===== src/design/fft_pkg.sv =====
// fft_pkg: shared constants, types, state codes and twiddle tables
// for the radix-2 FFT block. Depends on nothing.
`timescale 1ns / 1ps
package fft_pkg;

   localparam int MAX_POINTS = 1024;
   localparam int ADDR_W     = $clog2(MAX_POINTS);
   localparam int DATA_W     = 32;
   localparam int WORD_W     = 2 * DATA_W;
   localparam int TW_W       = 16;
   localparam int TW_FRAC    = TW_W - 1;
   localparam int TW_ENTRIES = MAX_POINTS / 2;
   localparam int TW_QUARTER = MAX_POINTS / 4;
   localparam int TW_AW      = ADDR_W - 1;
   localparam int TWX_W      = TW_W + 2;
   localparam int PROD_W     = DATA_W + TWX_W;
   localparam int V_W        = PROD_W - TW_FRAC;
   localparam int SUM_W      = V_W + 1;
   localparam int LOG_W      = 4;
   localparam int MIN_LOG    = 5;
   localparam int OP_W       = 2;
   localparam int SAMPLE_W   = 16;
   localparam int OUT_W      = 32;
   localparam int CSR_IDX_W  = 1;
   localparam int CSR_DATA_W = 4;

   localparam logic [CSR_IDX_W-1:0] CSR_LOG_SIZE = 1'b0;
   localparam logic [CSR_IDX_W-1:0] CSR_INVERSE  = 1'b1;
   localparam logic [LOG_W-1:0]     LOG_RESET    = LOG_W'(ADDR_W);

   localparam real PI = 3.14159265359;

   typedef enum logic [OP_W-1:0] {
      OP_LOAD = 2'd0,
      OP_RUN  = 2'd1,
      OP_READ = 2'd2
   } op_type;

   typedef enum logic [4:0] {
      ST_IDLE, ST_RSP,
      ST_BR_RDI, ST_BR_RDJ, ST_BR_WI, ST_BR_WJ,
      ST_BF_RDA, ST_BF_RDB, ST_BF_M0, ST_BF_M1, ST_BF_M2, ST_BF_M3, ST_BF_M4,
      ST_BF_WA, ST_BF_WB,
      ST_SC_RD, ST_SC_WR
   } state_type;

   typedef enum logic [2:0] {
      MS_IDLE, MS_CBR, MS_SBI, MS_CBI, MS_SBR, MS_VI
   } mul_step_type;

   typedef struct packed {
      logic         cap_a;
      logic         cap_tw;
      mul_step_type step;
   } bfly_ctrl_type;

   typedef logic signed [TW_W:0] tw_type;
   typedef tw_type tw_tab_type [TW_QUARTER];

   // Build a first-quarter-turn table of rounded twiddles at elaboration;
   // the second quarter is folded from it by the sequencer
   function automatic tw_tab_type build_tw(input bit want_sin);
      tw_tab_type t;
      real        ang;
      real        v;
      for (int k = 0; k < TW_QUARTER; k++) begin
         ang = 2.0 * PI * k / MAX_POINTS;
         v   = want_sin ? $sin(ang) : $cos(ang);
         t[k] = tw_type'($rtoi($floor(v * (2.0 ** TW_FRAC) + 0.5)));
      end
      return t;
   endfunction

   localparam tw_tab_type TW_COS = build_tw(1'b0);
   localparam tw_tab_type TW_SIN = build_tw(1'b1);

   localparam logic signed [SUM_W-1:0] SAT_HI =
      {{(SUM_W-DATA_W+1){1'b0}}, {(DATA_W-1){1'b1}}};
   localparam logic signed [SUM_W-1:0] SAT_LO = ~SAT_HI;

   // Clamp a butterfly sum to the store width
   function automatic logic signed [DATA_W-1:0] sat_data(input logic signed [SUM_W-1:0] x);
      if (x > SAT_HI) return SAT_HI[DATA_W-1:0];
      if (x < SAT_LO) return SAT_LO[DATA_W-1:0];
      return x[DATA_W-1:0];
   endfunction

endpackage


===== src/design/fft_bfly.sv =====
// fft_bfly: butterfly datapath around one shared twiddle multiplier.
// Depends on fft_pkg; stepped by fft_seq through a bfly_ctrl_type.
`timescale 1ns / 1ps
module fft_bfly (
   input  logic                        clock,
   input  fft_pkg::bfly_ctrl_type      ctrl,
   input  logic [fft_pkg::WORD_W-1:0]  rdata,
   input  fft_pkg::tw_type             tw_cos,
   input  fft_pkg::tw_type             tw_sin,
   input  logic                        inverse,
   output logic [fft_pkg::WORD_W-1:0]  sum_word,
   output logic [fft_pkg::WORD_W-1:0]  diff_word
);
   import fft_pkg::*;

   localparam logic signed [PROD_W-1:0] RND = PROD_W'(1) <<< (TW_FRAC - 1);

   logic signed [DATA_W-1:0] a_re_ff, a_im_ff, b_re_ff, b_im_ff;
   logic signed [TWX_W-1:0]  c_ff, s_ff, s_in;
   logic signed [PROD_W-1:0] prod_ff, prod_in, acc_ff, tmp;
   logic signed [V_W-1:0]    vr_ff, vi_ff;
   logic signed [TWX_W-1:0]  op_t;
   logic signed [DATA_W-1:0] op_d, rd_re, rd_im;
   logic signed [SUM_W-1:0]  sr, si, dr, di;

   assign rd_re = rdata[DATA_W-1:0];
   assign rd_im = rdata[WORD_W-1:DATA_W];
   // Conjugate the twiddle for the inverse
   assign s_in  = inverse ? -TWX_W'(tw_sin) : TWX_W'(tw_sin);

   // Pick the multiplier operands for this step
   always_comb begin
      case (ctrl.step)
         MS_CBR:  begin op_t = c_ff; op_d = rd_re;   end
         MS_SBI:  begin op_t = s_ff; op_d = b_im_ff; end
         MS_CBI:  begin op_t = c_ff; op_d = b_im_ff; end
         MS_SBR:  begin op_t = s_ff; op_d = b_re_ff; end
         default: begin op_t = '0;   op_d = '0;      end
      endcase
      prod_in = op_t * op_d;
      tmp = '0;
      if (ctrl.step == MS_CBI) tmp = acc_ff - prod_ff + RND;
      else if (ctrl.step == MS_VI) tmp = acc_ff + prod_ff + RND;
   end

   // Capture operands, run the multiply-accumulate sequence
   always_ff @(posedge clock) begin
      if (ctrl.cap_a) begin
         a_re_ff <= rd_re;
         a_im_ff <= rd_im;
      end
      if (ctrl.cap_tw) begin
         c_ff <= TWX_W'(tw_cos);
         s_ff <= s_in;
      end
      if (ctrl.step == MS_CBR) begin
         b_re_ff <= rd_re;
         b_im_ff <= rd_im;
      end
      prod_ff <= prod_in;
      if (ctrl.step == MS_SBI || ctrl.step == MS_SBR) acc_ff <= prod_ff;
      if (ctrl.step == MS_CBI) vr_ff <= tmp[PROD_W-1:TW_FRAC];
      if (ctrl.step == MS_VI)  vi_ff <= tmp[PROD_W-1:TW_FRAC];
   end

   // Sum and difference, saturated
   assign sr = SUM_W'(a_re_ff) + SUM_W'(vr_ff);
   assign si = SUM_W'(a_im_ff) + SUM_W'(vi_ff);
   assign dr = SUM_W'(a_re_ff) - SUM_W'(vr_ff);
   assign di = SUM_W'(a_im_ff) - SUM_W'(vi_ff);
   assign sum_word  = {sat_data(si), sat_data(sr)};
   assign diff_word = {sat_data(di), sat_data(dr)};
endmodule


===== config.mk =====
export PLATFORM = sky130hd
export DESIGN_NAME = fft_bfly
export DESIGN_NICKNAME = d
export VERILOG_FILES = /design/src/design/fft_pkg.sv /design/src/design/fft_bfly.sv
export SDC_FILE = /design/constraint.sdc
export NUM_CORES = 2
export LEC_CHECK = 0
export ABC_AREA = 1
export BUFFER_PORTS_ARGS = -buffer_cell sky130_fd_sc_hd__buf_2
export CORE_UTILIZATION = 45
export CTS_CLUSTER_SIZE = 10
export DETAILED_ROUTE_END_ITERATION = 16
export HOLD_SLACK_MARGIN = 0.06
export PLACE_DENSITY = 0.67
export SYNTH_ARGS = -nofsm -noshare
export SYNTH_HDL_FRONTEND = slang
export SYNTH_SLANG_ARGS = --single-unit
export TNS_END_PERCENT = 10

===== constraint.sdc =====
create_clock -name clock -period 9.39 [get_ports clock]
set_clock_uncertainty 0.1 [all_clocks]
set_input_delay 0.939 -clock clock [delete_from_list [all_inputs] [get_ports clock]]
set_output_delay 0.939 -clock clock [all_outputs]
set_load 0.02 [all_outputs]

==> results.toml <==
[clock_tree]
worstSkewPairLatency_ns = 0.63
cts_max_level = 2
cts_sinks = 333
clockBufferDepth = 3
cts-hold-fix-buffers = 0
cts_resized = 0
cts.clk_slew.worst_paths_ns = 0.05
cts_root_buf = "clkbuf_16"
numCtsBuffers = 43
cts_setup_buffers = 0
cts_tree = "done"

[logic_synthesis]
yosysSeqAreaShare_pct = 18.89
synth-main-ff-cell = "edfxtp_1"
ys_warn_count = 0
syn_avg_cell_area_um2 = 7.406
ys_types = 56
ys_async_sr_fraction_pct = 0
syn_inst = 6790
synth_area_um2 = 50290
synth_fp_nets = 7904
synth-edff-count = 283
synth_seq_cells = 333

[critical_path]
critPathLaunchType = "input pin"
r2r_setup_slack_ns = 2.00
worst-r2r-cell-count = 22
crit_type = "in -> reg"
arrival_ns = 8.52
reg2reg_to = "prod_ff[35]$_DFF_P_"
rr_startpoint = "b_im_ff[7]$_DFFE_PN_"
crit_top_cell = "inv_1"
cp_max_fo = 22
crit_path_end_kind = "flip-flop"
cp-startpoint = "ctrl[2]"
max_stage_delay_ns = 0.89
worstPathRequired_ns = 9.78
slowest_stage = "nand3_1"
critPathCapture = "prod_ff[30]$_DFF_P_"

[floorplan]
core_um2 = 110700
die_area_um2 = 113100
num_rows = 122
die_w_um = 336.3
dieHeight_um = 336.3
ios = 233
start_util_pct = 45.44

[final_layout]
final_cell_mix = "nand2_1, inv_1, fa_1"
drive_above_1_share_pct = 5.925
final_cells = 8480
design_area_um2 = 54200
area_growth_pct = 7.783
nets = 8075
mostFrequentLayoutCell = "nand2_1"

[placement]
placed_area_um2 = 52910
port-buffer-count = 232
place_congestion = 1.005
dp_hpwl_um = 156200
post-place-ws_ns = 0.6233
dp.cells = 8404

[global_route]
grt_pass1_vias = 45360
grt_overflow = 0
grt_first_pass_wirelength_um = 274800
grt_max_degree = 94
grt_use_total_pct = 32.57
antenna_found_initial = 22

[drt]
num_vias = 45190
drtAntennaViolNets = 0
vias_per_cell = 5.329
drt_iter0_markers = 3950
drt_first_pass_iters = 6
drt_drc_violations_left = 0
wl_um = 183600
wl_per_cell_um = 21.65

[run_status]
run_status = "finished, final reports clean"

[sta]
rsz0062_at_grt = "no"
hold_viol_final = 0
period_share_pct = 86.60
maxSlewHeadroom_pct = 12.75
finalSetupViolCount = 0
slew_violations = 0
setup_slack_ns = 1.258
worst_slew_pin_slew_ns = 1.305
fmax_mhz = 123.0
fin_crit_ns = 8.132
setup_tns_ns = 0

[power_and_ir_drop]
p_clk_share_pct = 10.1
switching_power_mw = 8.931
comb_power_share_pct = 74.8
pwr-share-seq_pct = 15.1
power.internal_mw = 6.379
swShare_pct = 58.33
ir_worst_vdd_v = 0.0001764
powerDensity_nw_per_um2 = 282.5
leakagePower_nw = 28.78

[job]
drv_cap = 0

[worst_hold_path]
min_path_type = "reg -> reg"
## Yosys cell counts (12+ instances only)
| cell type | number | area [um^2] |
|---|---|---|
| a21boi_0 | 15 | 112.6 |
| a21o_1 | 42 | 315.3 |
| a21oi_1 | 372 | 1862 |
| a22o_1 | 18 | 157.7 |
| a31oi_1 | 34 | 212.7 |
| buf_2 | 93 | 465.5 |
| buf_4 | 14 | 105.1 |
| buf_6 | 16 | 180.2 |
| clkbuf_1 | 37 | 138.9 |
| dfxtp_1 | 50 | 1001 |
| edfxtp_1 | 283 | 8498 |
| fa_1 | 557 | 11150 |
| ha_1 | 452 | 5655 |
| inv_1 | 1522 | 5713 |
| inv_2 | 16 | 60.06 |
| nand2_1 | 1838 | 6899 |
| nand3_1 | 209 | 1046 |
| nand4_1 | 42 | 262.8 |
| nor2_1 | 510 | 1914 |
| nor3_1 | 51 | 255.2 |
| nor4_1 | 14 | 87.58 |
| o21a_1 | 12 | 90.09 |
| o21ai_0 | 230 | 1151 |
| o21bai_1 | 50 | 375.4 |
| xnor2_1 | 39 | 341.6 |
| xor2_1 | 156 | 1366 |
## state kept, by name (all words and copies together) (netlist names)
register  cells
acc_ff       50
prod_ff      50
vi_ff        35
vr_ff        35
a_im_ff      32
a_re_ff      32
b_im_ff      32
b_re_ff      32
s_ff         18
c_ff         17
## cell families (layout without fill, tap and decap cells)
| kind of cell | after synthesis | in the layout | share of synthesized area (%) |
|---|---|---|---|
| buf+inv | 1714 | 1911 | 13.39 |
| fa+ha+maj | 1009 | 1009 | 33.42 |
| xor+xnor | 197 | 197 | 3.461 |
| compound gates | 820 | 820 | 9.256 |
| flops | 333 | 333 | 18.89 |
| simple gates | 2717 | 2717 | 21.58 |
| other cells | 0 | 5 | 0 |
## per-layer routing
layer  vias to the layer above  routed length, um  part of all wire, %  global-route usage, %
li1                      21120                  -                    -                      -
met1                     21890              78390                   43                  43.90
met2                      1838              83910                   46                  53.54
met3                       324              13750                  7.5                  4.077
met4                        12               7431                  4.0                  11.84
met5                         -                 81                0.044                      0
## how the worst min path moves through the flow
stage,startpoint,depth (start not counted),end
6_report,prod_ff[0]$_DFF_P_,0,acc_ff[0]$_DFFE_PN_
3_3_place_gp,prod_ff[0]$_DFF_P_,0,acc_ff[0]$_DFFE_PN_
3_5_place_dp,prod_ff[0]$_DFF_P_,0,acc_ff[0]$_DFFE_PN_
5_1_grt,prod_ff[0]$_DFF_P_,0,acc_ff[0]$_DFFE_PN_
2_1_floorplan,prod_ff[49]$_DFF_P_,0,acc_ff[49]$_DFFE_PN_
4_1_cts,prod_ff[49]$_DFF_P_,0,acc_ff[49]$_DFFE_PN_
## metrics by stage
stage                     hold slack, ns  total power, mW  utilization [%]
final                             0.3616            15.31            48.97
after global routing              0.3725            16.45            48.97
after CTS                         0.3656            15.14            48.96
after detailed placement          0.3549            13.53            47.81
after global placement            0.3428            13.49            47.81
after floorplan                   0.3277            9.643                -
## cell type report
type	instances	area (um^2)
Sequential cell	333	9499
Clock inverter	11	107.6
Timing Repair Buffer	296	1667
Inverter	1544	5796
Antenna cell	5	12.51
Fill cell	11240	56470
Clock buffer	60	1171
Multi-Input combinational cell	4743	34090
Tap cell	1488	1862
## critical path: cells and delay by family
kind                       cells  cell delay, ns
adders and majority gates      7            3.34
AOI/OAI and AO/OA              6            1.58
and+or+nand+nor                4            1.54
buffers and inverters          9            0.92
xor gates and xnor gates       1            0.16
## power by group through the flow
stage | registers [mW] | clock network [mW] | logic (mW)
finish | 2.31 | 1.55 | 11.4
global route | 2.33 | 1.63 | 12.5
CTS | 2.30 | 1.58 | 11.3
detailed placement | 2.33 | 0 | 11.2
global placement | 2.32 | 0 | 11.2
floorplan | 2.20 | 0 | 7.45
Note: power is estimated with default switching activity, not from simulation.
